--- config.mk ---
export PLATFORM = sky130hd
export DESIGN_NAME = telemetry_poll_responder
export DESIGN_NICKNAME = d
export VERILOG_FILES = /design/src/hdl/tpr_pkg.sv /design/src/hdl/tpr_frame_build.sv /design/src/hdl/tpr_tx_serializer.sv /design/src/hdl/telemetry_poll_responder.sv
export SDC_FILE = /design/constraint.sdc
export NUM_CORES = 1
export LEC_CHECK = 0
export BUFFER_PORTS_ARGS = -buffer_cell sky130_fd_sc_hd__buf_4
export CORE_MARGIN = 1
export CORE_UTILIZATION = 49
export DETAILED_ROUTE_END_ITERATION = 10
export GPL_TIMING_DRIVEN = 0
export PLACE_DENSITY = 0.88
export SLEW_MARGIN = 20
export SYNTH_ARGS = -nofsm -noshare
export SYNTH_HDL_FRONTEND = slang
export SYNTH_SLANG_ARGS = --single-unit
export TNS_END_PERCENT = 5
--- constraint.sdc ---
create_clock -name clock -period 7.3 [get_ports clock]
set_clock_uncertainty 0.15 [all_clocks]
set_input_delay 1.46 -clock clock [delete_from_list [all_inputs] [get_ports clock]]
set_output_delay 1.46 -clock clock [all_outputs]
set_load 0.02 [all_outputs]
--- src/hdl/tpr_pkg.sv ---
// ----------------------------------------------------------------------------
// Telemetry poll responder package
// Shared types, codes and frame constants for the poll responder.
// ----------------------------------------------------------------------------
package tpr_pkg;

   localparam int FRAME_BYTES = 8;
   localparam int BYTE_IDX_W  = $clog2(FRAME_BYTES);
   localparam logic [BYTE_IDX_W-1:0] LAST_BYTE_IDX = BYTE_IDX_W'(FRAME_BYTES - 1);

   localparam logic [7:0] START_BYTE  = 8'h7E;
   localparam logic [7:0] HEADER_BYTE = 8'h10;
   localparam logic [7:0] TYPE_BYTE   = 8'h0B;

   // Request operation codes
   localparam logic OP_RX_BYTE  = 1'b0;
   localparam logic OP_RESP_DUE = 1'b1;

   // Result kinds
   localparam logic RESULT_POLL_MATCH = 1'b0;
   localparam logic RESULT_FRAME_BYTE = 1'b1;

   // Frame kinds, rotated one per frame
   localparam logic [1:0] KIND_BATT1  = 2'd0;
   localparam logic [1:0] KIND_BATT2  = 2'd1;
   localparam logic [1:0] KIND_SWITCH = 2'd2;

   // CSR map
   localparam int CSR_ADDR_W = 3;
   localparam logic CSR_IDX_DEVICE_ID = 1'b0;

   typedef struct packed {
      logic        op;
      logic [7:0]  rx_byte;
      logic [15:0] batt1_mv;
      logic [15:0] batt2_mv;
      logic [3:0]  switch_state;
   } req_type;

   typedef struct packed {
      logic       result_kind;
      logic [7:0] tx_byte;
      logic       tx_last;
   } rsp_type;

   typedef logic [FRAME_BYTES-1:0][7:0] frame_type;

   // Work handed from the frame builder to the transmit serializer
   typedef struct packed {
      logic      valid;
      logic      is_frame;
      frame_type frame;
   } job_type;

endpackage

--- src/hdl/tpr_frame_build.sv ---
// ----------------------------------------------------------------------------
// Poll responder frame builder
// Tracks the poll flag and frame rotation, and turns one request into a job:
// a poll match, an 8-byte frame with checksum, or nothing.
// ----------------------------------------------------------------------------
module tpr_frame_build (
   input  logic            clock,
   input  logic            reset,
   input  logic            accept,
   input  tpr_pkg::req_type req,
   input  logic [7:0]      device_id,
   output tpr_pkg::job_type job
);
   import tpr_pkg::*;

   logic       poll_armed_ff, poll_armed_in;
   logic [1:0] frame_kind_ff, frame_kind_in;

   logic [15:0] value;
   frame_type   frame;
   logic [10:0] sum_raw;
   logic [8:0]  sum_fold;
   logic [7:0]  sum_final;
   logic        poll_hit;

   always_comb begin
      case (frame_kind_ff)
         KIND_BATT1:  value = req.batt1_mv;
         KIND_BATT2:  value = req.batt2_mv;
         KIND_SWITCH: value = 16'(17'd1 << req.switch_state);
         default:     value = '0;
      endcase
   end

   always_comb begin
      frame = '0;
      if (frame_kind_ff != 2'd3) begin
         frame[0] = HEADER_BYTE;
         frame[1] = {2'b00, frame_kind_ff, 4'b0000};
         frame[2] = TYPE_BYTE;
         frame[3] = value[7:0];
         frame[4] = value[15:8];
      end
      // ones' complement sum: fold carries back in twice
      sum_raw = 11'(frame[0]) + 11'(frame[1]) + 11'(frame[2]) + 11'(frame[3])
              + 11'(frame[4]);
      sum_fold  = 9'(sum_raw[7:0]) + 9'(sum_raw[10:8]);
      sum_final = sum_fold[7:0] + 8'(sum_fold[8]);
      frame[FRAME_BYTES-1] = ~sum_final;
   end

   assign poll_hit = (req.op == OP_RX_BYTE) && (req.rx_byte != START_BYTE)
                     && poll_armed_ff && (req.rx_byte == device_id);

   always_comb begin
      job.valid    = accept && ((req.op == OP_RESP_DUE) || poll_hit);
      job.is_frame = (req.op == OP_RESP_DUE);
      job.frame    = frame;
   end

   always_comb begin
      poll_armed_in = poll_armed_ff;
      frame_kind_in = frame_kind_ff;
      if (accept) begin
         if (req.op == OP_RX_BYTE) begin
            if (req.rx_byte == START_BYTE) begin
               poll_armed_in = 1'b1;
            end else begin
               poll_armed_in = 1'b0;
            end
         end else begin
            frame_kind_in = (frame_kind_ff >= KIND_SWITCH) ? KIND_BATT1
                                                            : frame_kind_ff + 2'd1;
         end
      end
   end

   always_ff @(posedge clock) begin
      if (reset) begin
         poll_armed_ff <= 1'b0;
         frame_kind_ff <= KIND_BATT1;
      end else begin
         poll_armed_ff <= poll_armed_in;
         frame_kind_ff <= frame_kind_in;
      end
   end

endmodule

--- src/hdl/tpr_tx_serializer.sv ---
// ----------------------------------------------------------------------------
// Poll responder transmit serializer
// Holds one job and hands it out as result transactions, one byte per
// transaction for a frame, a single transaction for a poll match.
// ----------------------------------------------------------------------------
module tpr_tx_serializer (
   input  logic             clock,
   input  logic             reset,
   input  tpr_pkg::job_type job,
   output logic             job_ready,
   output logic             rsp_valid,
   input  logic             rsp_ready,
   output tpr_pkg::rsp_type rsp_data
);
   import tpr_pkg::*;

   logic                  valid_ff, valid_in;
   logic                  is_frame_ff, is_frame_in;
   frame_type             frame_ff, frame_in;
   logic [BYTE_IDX_W-1:0] idx_ff, idx_in;
   logic                  last_out;
   logic                  fire;

   assign last_out  = !is_frame_ff || (idx_ff == LAST_BYTE_IDX);
   assign fire      = valid_ff && rsp_ready;
   assign job_ready = !valid_ff || (rsp_ready && last_out);

   assign rsp_valid            = valid_ff;
   assign rsp_data.result_kind = is_frame_ff ? RESULT_FRAME_BYTE : RESULT_POLL_MATCH;
   assign rsp_data.tx_byte     = is_frame_ff ? frame_ff[idx_ff] : 8'h00;
   assign rsp_data.tx_last     = is_frame_ff && (idx_ff == LAST_BYTE_IDX);

   always_comb begin
      valid_in    = valid_ff;
      is_frame_in = is_frame_ff;
      frame_in    = frame_ff;
      idx_in      = idx_ff;
      if (fire) begin
         if (last_out) begin
            valid_in = 1'b0;
         end else begin
            idx_in = idx_ff + 1'b1;
         end
      end
      // load the next job as the current one drains
      if (job.valid) begin
         valid_in    = 1'b1;
         is_frame_in = job.is_frame;
         frame_in    = job.frame;
         idx_in      = '0;
      end
   end

   always_ff @(posedge clock) begin
      if (reset) begin
         valid_ff <= 1'b0;
         idx_ff   <= '0;
      end else begin
         valid_ff <= valid_in;
         idx_ff   <= idx_in;
      end
   end

   always_ff @(posedge clock) begin
      is_frame_ff <= is_frame_in;
      frame_ff    <= frame_in;
   end

endmodule

--- src/hdl/telemetry_poll_responder.sv ---
// ----------------------------------------------------------------------------
// Telemetry poll responder
// Sensor side of a polled half-duplex link: matches polls against the device
// ID and serializes rotating battery / switching-state frames.
//
//   Channel   Signals                     Direction  Content
//   req       req_valid/ready/data        in         link byte or response due
//   rsp       rsp_valid/ready/data        out        poll match or frame byte
//   csr       csr_psel..csr_pready        in/out     device_id at offset 0
//
// A request is decoded in the cycle it is accepted; its job lands in the
// serializer register and is shown on rsp the next cycle.
// A frame takes 8 result transactions and a poll match one; a plain link byte
// that is no poll match yields no result.
// req_ready is high while the serializer is empty or its last transaction is being
// taken, so requests overlap the tail of the previous job.
// Synchronous reset clears the poll flag, frame rotation and device_id.
// ----------------------------------------------------------------------------
module telemetry_poll_responder (
   input  logic                              clock,
   input  logic                              reset,
   input  logic                              req_valid,
   output logic                              req_ready,
   input  tpr_pkg::req_type                  req_data,
   output logic                              rsp_valid,
   input  logic                              rsp_ready,
   output tpr_pkg::rsp_type                  rsp_data,
   input  logic                              csr_psel,
   input  logic                              csr_penable,
   input  logic                              csr_pwrite,
   input  logic [tpr_pkg::CSR_ADDR_W-1:0]    csr_paddr,
   input  logic [31:0]                       csr_pwdata,
   output logic [31:0]                       csr_prdata,
   output logic                              csr_pready
);
   import tpr_pkg::*;

   logic [7:0] device_id_ff;
   logic       req_accept;
   logic       job_ready;
   job_type    job;
   logic       csr_hit;

   assign csr_pready = 1'b1;
   assign csr_hit    = (csr_paddr[CSR_ADDR_W-1] == CSR_IDX_DEVICE_ID);
   assign csr_prdata = csr_hit ? {24'h000000, device_id_ff} : 32'h0;

   always_ff @(posedge clock) begin
      if (reset) begin
         device_id_ff <= 8'h00;
      end else if (csr_psel && csr_penable && csr_pwrite && csr_pready && csr_hit) begin
         device_id_ff <= csr_pwdata[7:0];
      end
   end

   assign req_ready  = job_ready;
   assign req_accept = req_valid && req_ready;

   tpr_frame_build u_frame_build (
      .clock     (clock),
      .reset     (reset),
      .accept    (req_accept),
      .req       (req_data),
      .device_id (device_id_ff),
      .job       (job)
   );

   tpr_tx_serializer u_tx_serializer (
      .clock     (clock),
      .reset     (reset),
      .job       (job),
      .job_ready (job_ready),
      .rsp_valid (rsp_valid),
      .rsp_ready (rsp_ready),
      .rsp_data  (rsp_data)
   );

endmodule
Word level (Yosys, flattened, before mapping)

Index checks and enable logic that the tools add are counted.

Reductions and logical operators: 24
Shift-type cells: 1
Equality and inequality tests: 7
Bitwise logic cells: 4
Magnitude comparators: 2
Mux-type cells: 12
Add/sub/neg operators: 8

Operators with widths:

| kind                                                   | count |
|---|---|
| case mux 16 bit (3 select lines)                       | 1 |
| 2-to-1 mux 40 bit                                      | 1 |
| adder 11 x 8 -> 11 bit                                 | 3 |
| binary-select mux 8 bit (select 3 bit)                 | 1 |
| 2-to-1 mux 8 bit                                       | 3 |
| << shifter 1 x 4 -> 16 bit (first input constant)      | 1 |
| logical AND 1 bit                                      | 11 |
| adder 8 x 3 -> 9 bit                                   | 1 |
| adder 8 x 8 -> 9 bit                                   | 1 |
| adder 8 x 1 -> 8 bit                                   | 1 |
| == test 8 x 7 -> 1 bit (second input constant)         | 1 |
| == test 8 bit                                          | 1 |
| inequality test 8 x 7 -> 1 bit (second input constant) | 1 |
| inverter 8 bit                                         | 1 |
| AND reduction 2 bit                                    | 4 |
| 2-to-1 mux 1 bit                                       | 5 |
| < comparator 3 x 4 -> 1 bit (second input constant)    | 1 |
| nonzero test 2 bit                                     | 2 |
| adder 3 x 1 -> 3 bit (second input constant)           | 1 |
| == test 3 bit (second input constant)                  | 1 |
| logical OR 1 bit                                       | 3 |
| inverter 1 bit                                         | 3 |
| adder 2 x 1 -> 2 bit (second input constant)           | 1 |
| == test 2 x 1 -> 1 bit (second input constant)         | 1 |
| 7 further kinds                                        | 8 |

Register bits after elaboration: 64

Longest topological paths before layout

Gate-level depths: netlist of the first run.

Depth in word-level cells: 10
Depth in mapped cells: 25
Gate-level depth less buffers: 25

Hierarchy

From an unflattened synthesis of the first run, not the netlist that was laid out.

Cell total of the unflattened synthesis: 429
Area, all modules: 5033.6 sq um

By module, submodules not included:

| module                   | cells each | area an instance (sq um) | instances | sequential area each (sq um) |
|---|---|---|---|---|
| tpr_tx_serializer        | 135        | 2695.1                   | 1         | 2031.9 |
| tpr_frame_build          | 223        | 1701.6                   | 1         | 60.1 |
| telemetry_poll_responder | 71         | 636.9                    | 1         | 160.2 |

Worst setup path before layout of the first run

Ideal clock, no wire load.

Path type: input-to-reg
Start point: input port req_data[1] (netlist bit)
End point: register u_tx_serializer.frame_ff[62] (netlist bit) (data pin)
Path buffers: 0
Setup slack: 1194 ps
Stages: 22
Arrival time: 5689 ps
Library setup time: 268 ps
Cells stage by stage: nor3b_1 > a222oi_1 > and2_1 > ha_1 > or2_2 > ha_1 > a21o_1 > a21oi_1 > o21a_1 > o21ai_0 > xor2_1 > ha_1 > fa_1 > nand3_1 > a2111oi_2 > ha_1 > ha_1 > nand2b_1 > or4_1 > o211ai_2 > nand3_2 > xnor3_1

RTL lines:

| what                 | line                           | RTL |
|---|---|---|
| start, declared      | telemetry_poll_responder.sv:24 | `input tpr_pkg::req_type req_data,` |
| end signal, assigned | tpr_tx_serializer.sv:66        | `frame_ff <= frame_in;` |
| end, declared        | tpr_tx_serializer.sv:19        | `frame_type frame_ff, frame_in;` |

==> results by group, run 1 <==
Critical path
  – WS Path Type: input port to flop
  – WP data arrival: 6.48 ns
  – Critical Path Max Stage Delay: 0.44 ns
  – Startpoint types: input port
  – CP required: 7.18 ns
  – Crit-path max FO: 4
  – Cell mode on critical path: ha_1
  – Critical Path Sink Type: flop
  – Cells along the critical path: buf_4 -> nor3b_1 -> a222oi_1 -> and2_1 -> ha_1 -> or2_2 -> ha_1 -> a21o_1 -> a21oi_1 -> o21a_1 -> o21ai_0 -> xor2_1 -> ha_1 -> fa_1 -> nand3_1 -> a2111oi_2 -> ha_1 -> ha_1 -> nand2b_1 -> or4_1 -> o211ai_2 -> nand3_2 -> xnor3_1
  – CP max-delay cell: nor3b_1
  – Worst R2R Setup Slack: 1.04 ns

Final layout
  – Design Area, Final: 0.00414 mm^2
  – Fillers: 522
  – Area of the multi-input gates: 0.00186 mm^2
  – Layout cells sized above 1: 28.6%
  – NumNets Final: 574
  – Number of diodes: 0
  – Register area: 0.00114 mm^2
  – Area growth syn-to-layout: 27.7%

Status
  – Status: complete, no violations

Clock tree
  – Reg clk slew, reported paths: 0.09 ns
  – H-Tree Depth: 2
  – Clock sink total: 43
  – TritonCTS buffer count: 5
  – Worst-case clock buffer depth: 2
  – Worst skew pair latency: 0.30 ns
  – Hold-fix buffers, CTS: 0
  – Postcts setup bufs: 0
  – CTS tree: yes
  – Root Buffer: clkbuf_8
  – Post-CTS Resized: 0

Floorplanning
  – Die footprint: 0.00695 mm^2
  – Core area: 0.00639 mm^2
  – Die Height: 83.3 um
  – Die width: 83.3 um
  – Starting Density: 50.8%
  – Ports: 132
  – Row count: 29

Place
  – PortBufs: 80
  – RePlAce Congestion: 0.833
  – DP Area: 0.00403 mm^2
  – Pre-CTS setup slack: 0.495 ns
  – Post-DP HPWL: 6.17 mm

Power and ir drop
  – Pwr dens: 195 mW/mm^2
  – Total Power: 809 uW
  – P_leak: 0.00196 uW
  – VDD IR max: 115 uV

Run
  – # Max-Cap Violations: 0

Timing
  – Fin. Hold Viols: 0
  – Final setup violation count: 0
  – Post-layout min period: 6.60 ns
  – Hold WS: 0.340 ns
  – Worst Tran Pin Value: 0.629 ns
  – Setup TNS: 0 ns
  – Highest clock rate: 152 MHz
  – Fin crit share: 90.4%
  – Unrepaired setup endpoints after global routing: no
  – Max-slew headroom: 58.0%
  – Worst setup margin: 0.702 ns
  – Fin. max-slew vios: 0

GRT
  – Total Routing Usage GR: 22.2%
  – Pin count of the biggest net entering global routing: 32
  – Initial antenna violation count: 0
  – GRT Residual Overflow: 0
  – First-pass GRT wire length: 12.5 mm
  – Vias in the first global route: 2766

Synthesis
  – Syn Inst Count: 347
  – Synth Register Bits: 43
  – Seq/Total Area, Yosys: 35.2%
  – Synth warn: 0
  – Area leader, netlist: edfxtp_1
  – Largest cells by area after synthesis: edfxtp_1 (26%), ha_1 (9.6%), dfxtp_1 (9.3%)
  – Predominant post-synthesis flop cell: edfxtp_1
  – Top cells by count, synth: nand2_1 (39), nor2_1 (29), edfxtp_1 (28)
  – Average size of a mapped cell: 9.34 um^2
  – Post-synth EDFFs: 28
  – Synth cell types: 51
  – Synthesized area: 0.00324 mm^2
  – Synth top area share: 25.9%
  – Post-synth ARST share: 0%
  – Count leader, synth: nand2_1

Routing
  – Initial drt markers: 191
  – DR WL/cell: 14.2 um
  – Routed wire length: 7.62 mm
  – Final ANT Viol Nets: 0
  – Vias: 2820
  – Vias/cell: 5.27
  – Drt drc: 0
  – DRT Pass-1 Iters: 6

Worst hold path
  – HP Class: flop to flop
-- sequential cells by signal (all words and copies together) (netlist names) --
signal	cells
u_frame_build.frame_kind_ff	2
u_tx_serializer.idx_ff	3
u_tx_serializer.is_frame_ff	1
u_frame_build.poll_armed_ff	1
u_tx_serializer.frame_ff	27
u_tx_serializer.rsp_valid	1
device_id_ff	8
-- area by class of cell --
cell class / instances / share of cell area, %
Sequential cell: 43 / 27.6
Clock buffer: 5 / 1.66
Inverter: 23 / 2.08
Buffer: 37 / 5.74
Timing Repair Buffer: 80 / 14.5
Tap cell: 77 / 2.33
Multi-Input combinational cell: 267 / 45.0
Clock inverter: 3 / 1.15
-- through the flow --
step / cells / util [%]
after floorplan: 370 / -
after global placement: 527 / 63.0
after detailed placement: 527 / 63.0
after CTS: 535 / 64.9
after global routing: 535 / 64.9
final: 535 / 64.9
-- placed cells by master (no fill, tap or decap), types with 3 or more instances in the layout --
cell type,instances
buf_4,106
nand2_1,39
nor2_1,29
edfxtp_1,28
ha_1,25
conb_1,25
inv_1,22
a21oi_1,20
xor2_1,15
dfxtp_1,15
nor2b_1,12
clkbuf_1,10
a222oi_1,10
mux2_2,8
mux2i_1,7
nor3_1,6
a22oi_1,6
xnor2_1,5
nand3_1,5
o21a_1,5
and2_1,5
fa_1,5
clkbuf_8,5
a31oi_1,4
nand4b_1,3
-- kinds of logic (layout without fill, tap and decap cells) --
logic type / after synthesis / count (layout) / share of synthesized area, %
and+or+nand+nor: 116 / 116 / 17.4
other: 2 / 25 / 0.232
muxes: 15 / 15 / 4.94
adders and majority gates: 31 / 31 / 13.0
buffers and inverters: 60 / 148 / 10.0
xor gates and xnor gates: 21 / 21 / 6.10
AOI/OAI and AO/OA: 59 / 59 / 13.1
DFF: 43 / 43 / 35.2
-- worst max-delay path, delay by kind of cell --
kind / cells / cell delay [ns]
AO/OA/AOI/OAI: 7 / 1.38
XOR/XNOR: 2 / 0.40
AND/OR/NAND/NOR: 7 / 1.73
adder cells (fa/ha/maj): 6 / 1.37
buffers and inverters: 1 / 0.12
-- power breakdown --
group	switching [uW]	internal, uW	total (uW)
clock	88.0	104	192
sequential	6.71	292	299
combinational	178	140	319
-- routing by layer --
metal	global-route usage [%]	part of all wire, %
met5	0	0
met4	9.25	1.7
met3	2.68	6.2
met2	40.5	52
met1	26.3	40
-- path summary, 6_finish.rpt --
kind,from,endpoint,depth (start not counted)
hold reg to reg,device_id_ff[7],device_id_ff[7],2
setup / recovery,req_data[1],u_tx_serializer.frame_ff[62],23
setup reg to reg,u_frame_build.frame_kind_ff[1],u_tx_serializer.frame_ff[62],25
hold / removal,device_id_ff[7],device_id_ff[7],2
(Power assumes the default switching activity.)
==> run 2, diff against run 1 <==
Settings changed: GPL_TIMING_DRIVEN 0 to 1.
==> run 2 against run 1 <==
Register-to-register slack improved by 0.25 ns. Design area fell by 5.8%. Largest cell class unchanged. Via count fell by 4.5%. Critical path type unchanged. Utilization fell by 3.8 points. Sequential cell count did not move. Clock power fell by 6%. Sequential share of layout area rose by 1.7 points.
==> results by group, run 2 (synthesis gave the netlist of run 1 again) <==
Power and ir drop
  – P_leak: 0.00180 uW
  – Sw Share: 33.3%
  – Gate power share: 38.8%
  – Flop pwr share: 38.1%
  – Pwr dens: 202 mW/mm^2
  – Clock Power Share: 23.1%
  – Switching Power: 262 uW
  – Total Power: 787 uW
  – Int Power: 525 uW
  – VDD IR max: 130 uV

Routing
  – Vias: 2693
  – Drt drc: 0
  – Initial drt markers: 195
  – Vias/cell: 5.41
  – DR WL/cell: 14.2 um
  – Routed wire length: 7.06 mm
  – DRT Pass-1 Iters: 4
  – Final ANT Viol Nets: 0

Critical path
  – WS Path Type: input port to flop
  – R2r endpoint: u_tx_serializer.frame_ff[62]
  – Reg2reg path depth: 24
  – Critical Path Sink Type: flop
  – Reg2reg start: u_frame_build.frame_kind_ff[0]
  – Startpoint types: input port
  – WP data arrival: 6.42 ns
  – Crit-path max FO: 4
  – CP required: 7.19 ns
  – Worst R2R Setup Slack: 1.29 ns

Place
  – DP Cell Count: 490
  – DP Area: 0.00379 mm^2
  – Post-DP HPWL: 5.76 mm
  – RePlAce Congestion: 0.892
  – PortBufs: 80

GRT
  – Vias in the first global route: 2593
  – Pin count of the biggest net entering global routing: 32
  – Initial antenna violation count: 0
  – First-pass GRT wire length: 11.8 mm
  – Total Routing Usage GR: 21.2%
  – GRT Residual Overflow: 0

Timing
  – Unrepaired setup endpoints after global routing: no
  – Setup TNS: 0 ns
  – Post-layout min period: 6.53 ns
  – Fin crit share: 89.4%
  – Highest clock rate: 153 MHz
  – Max-slew headroom: 33.6%
  – Final setup violation count: 0
  – Fin. max-slew vios: 0
  – Worst Tran Pin Value: 0.989 ns
  – Fin. Hold Viols: 0

Floorplanning
  – Starting Density: 50.8%
  – Die footprint: 0.00695 mm^2
  – Die width: 83.3 um
  – Ports: 132
  – Row count: 29
  – Die Height: 83.3 um
  – Core area: 0.00639 mm^2

Worst hold path
  – Hold path startpoint: device_id_ff[4]
  – Hold Path Sink: device_id_ff[4]
  – WHS Path Cells: 2
  – HP Class: flop to flop

Clock tree
  – Worst skew pair latency: 0.30 ns
  – CTS tree: yes
  – Worst-case clock buffer depth: 2
  – Clock sink total: 43
  – H-Tree Depth: 2
  – Reg clk slew, reported paths: 0.08 ns
  – Post-CTS Resized: 0
  – Root Buffer: clkbuf_8
  – TritonCTS buffer count: 5
  – Postcts setup bufs: 0
  – Hold-fix buffers, CTS: 0

Final layout
  – Most flop-heavy register: u_tx_serializer.frame_ff
  – Layout cells sized above 1: 24.5%
  – Area growth syn-to-layout: 20.3%
  – Commonest non-fill, non-tap cell in the layout: buf_4
  – Top Registers: u_tx_serializer.frame_ff: 27 flops, device_id_ff: 8 flops, u_tx_serializer.idx_ff: 3 flops
  – Largest register FFs: 27
  – Final Non-Filler Cells: 498
  – Design Area, Final: 0.00390 mm^2
  – Number of diodes: 0
  – NumNets Final: 537
  – Commonest non-fill, non-tap cells in the layout: buf_4 (80), nand2_1 (39), nor2_1 (29)
  – Fin util: 61.1%

Status
  – Status: complete, no violations

Run
  – # Max-Cap Violations: 0
[run 2: power groups by stage]
stage / registers [uW] / clock network [uW] / logic, uW
2_1_floorplan: 303 / 0 / 227
3_3_place_gp: 304 / 0 / 290
3_5_place_dp: 306 / 0 / 301
4_1_cts: 300 / 184 / 304
5_1_grt: 302 / 193 / 341
6_report: 300 / 181 / 306
[run 2: worst max path at each step]
stage / slack [ns] / startpoint / end
after CTS: 0.85 / req_data[1] / u_tx_serializer.frame_ff[62]
after global routing: 0.43 / req_data[1] / u_tx_serializer.frame_ff[62]
after global placement: 0.71 / req_data[1] / u_tx_serializer.frame_ff[62]
after floorplan: 1.19 / req_data[1] / u_tx_serializer.frame_ff[62]
after detailed placement: 0.56 / req_data[1] / u_tx_serializer.frame_ff[62]
final: 0.77 / req_data[1] / u_tx_serializer.frame_ff[62]
[run 2: area by class of cell]
type	instances	area, um^2
Clock buffer	5	68.8
Multi-Input combinational cell	267	1860
Clock inverter	3	43.8
Inverter	23	86.3
Fill cell	530	2490
Timing Repair Buffer	80	601
Sequential cell	43	1140
Tap cell	77	96.3
[run 2: stage by stage]
| stage | hold WS (ns) | worst slack, ns |
|---|---|---|
| final | 0.333 | 0.773 |
| after CTS | 0.329 | 0.846 |
| after floorplan | 0.300 | 1.19 |
| after global routing | 0.371 | 0.426 |
| after detailed placement | 0.319 | 0.562 |
| after global placement | 0.319 | 0.711 |
[run 2: critical path, stage by stage]
cell and delay (ns):
buf_4 0.12, nor3b_1 0.41, a222oi_1 0.22, and2_1 0.22, ha_1 0.19, or2_2 0.33
ha_1 0.28, a21o_1 0.18, a21oi_1 0.24, o21a_1 0.22, o21ai_0 0.13, xor2_1 0.15
ha_1 0.20, fa_1 0.26, nand3_1 0.15, a2111oi_2 0.32, ha_1 0.22, ha_1 0.20
nand2b_1 0.07, or4_1 0.41, o211ai_2 0.12, nand3_2 0.10, xnor3_1 0.23
[run 2: layer usage]
| metal | global-route usage [%] | up-vias | share of wire, % |
|---|---|---|---|
| li1 | - | 1320 | - |
| met1 | 25.0 | 1240 | 42 |
| met2 | 38.7 | 119 | 51 |
| met3 | 2.49 | 14 | 4.6 |
| met4 | 8.62 | 0 | 2.4 |
| met5 | 0 | - | 0 |
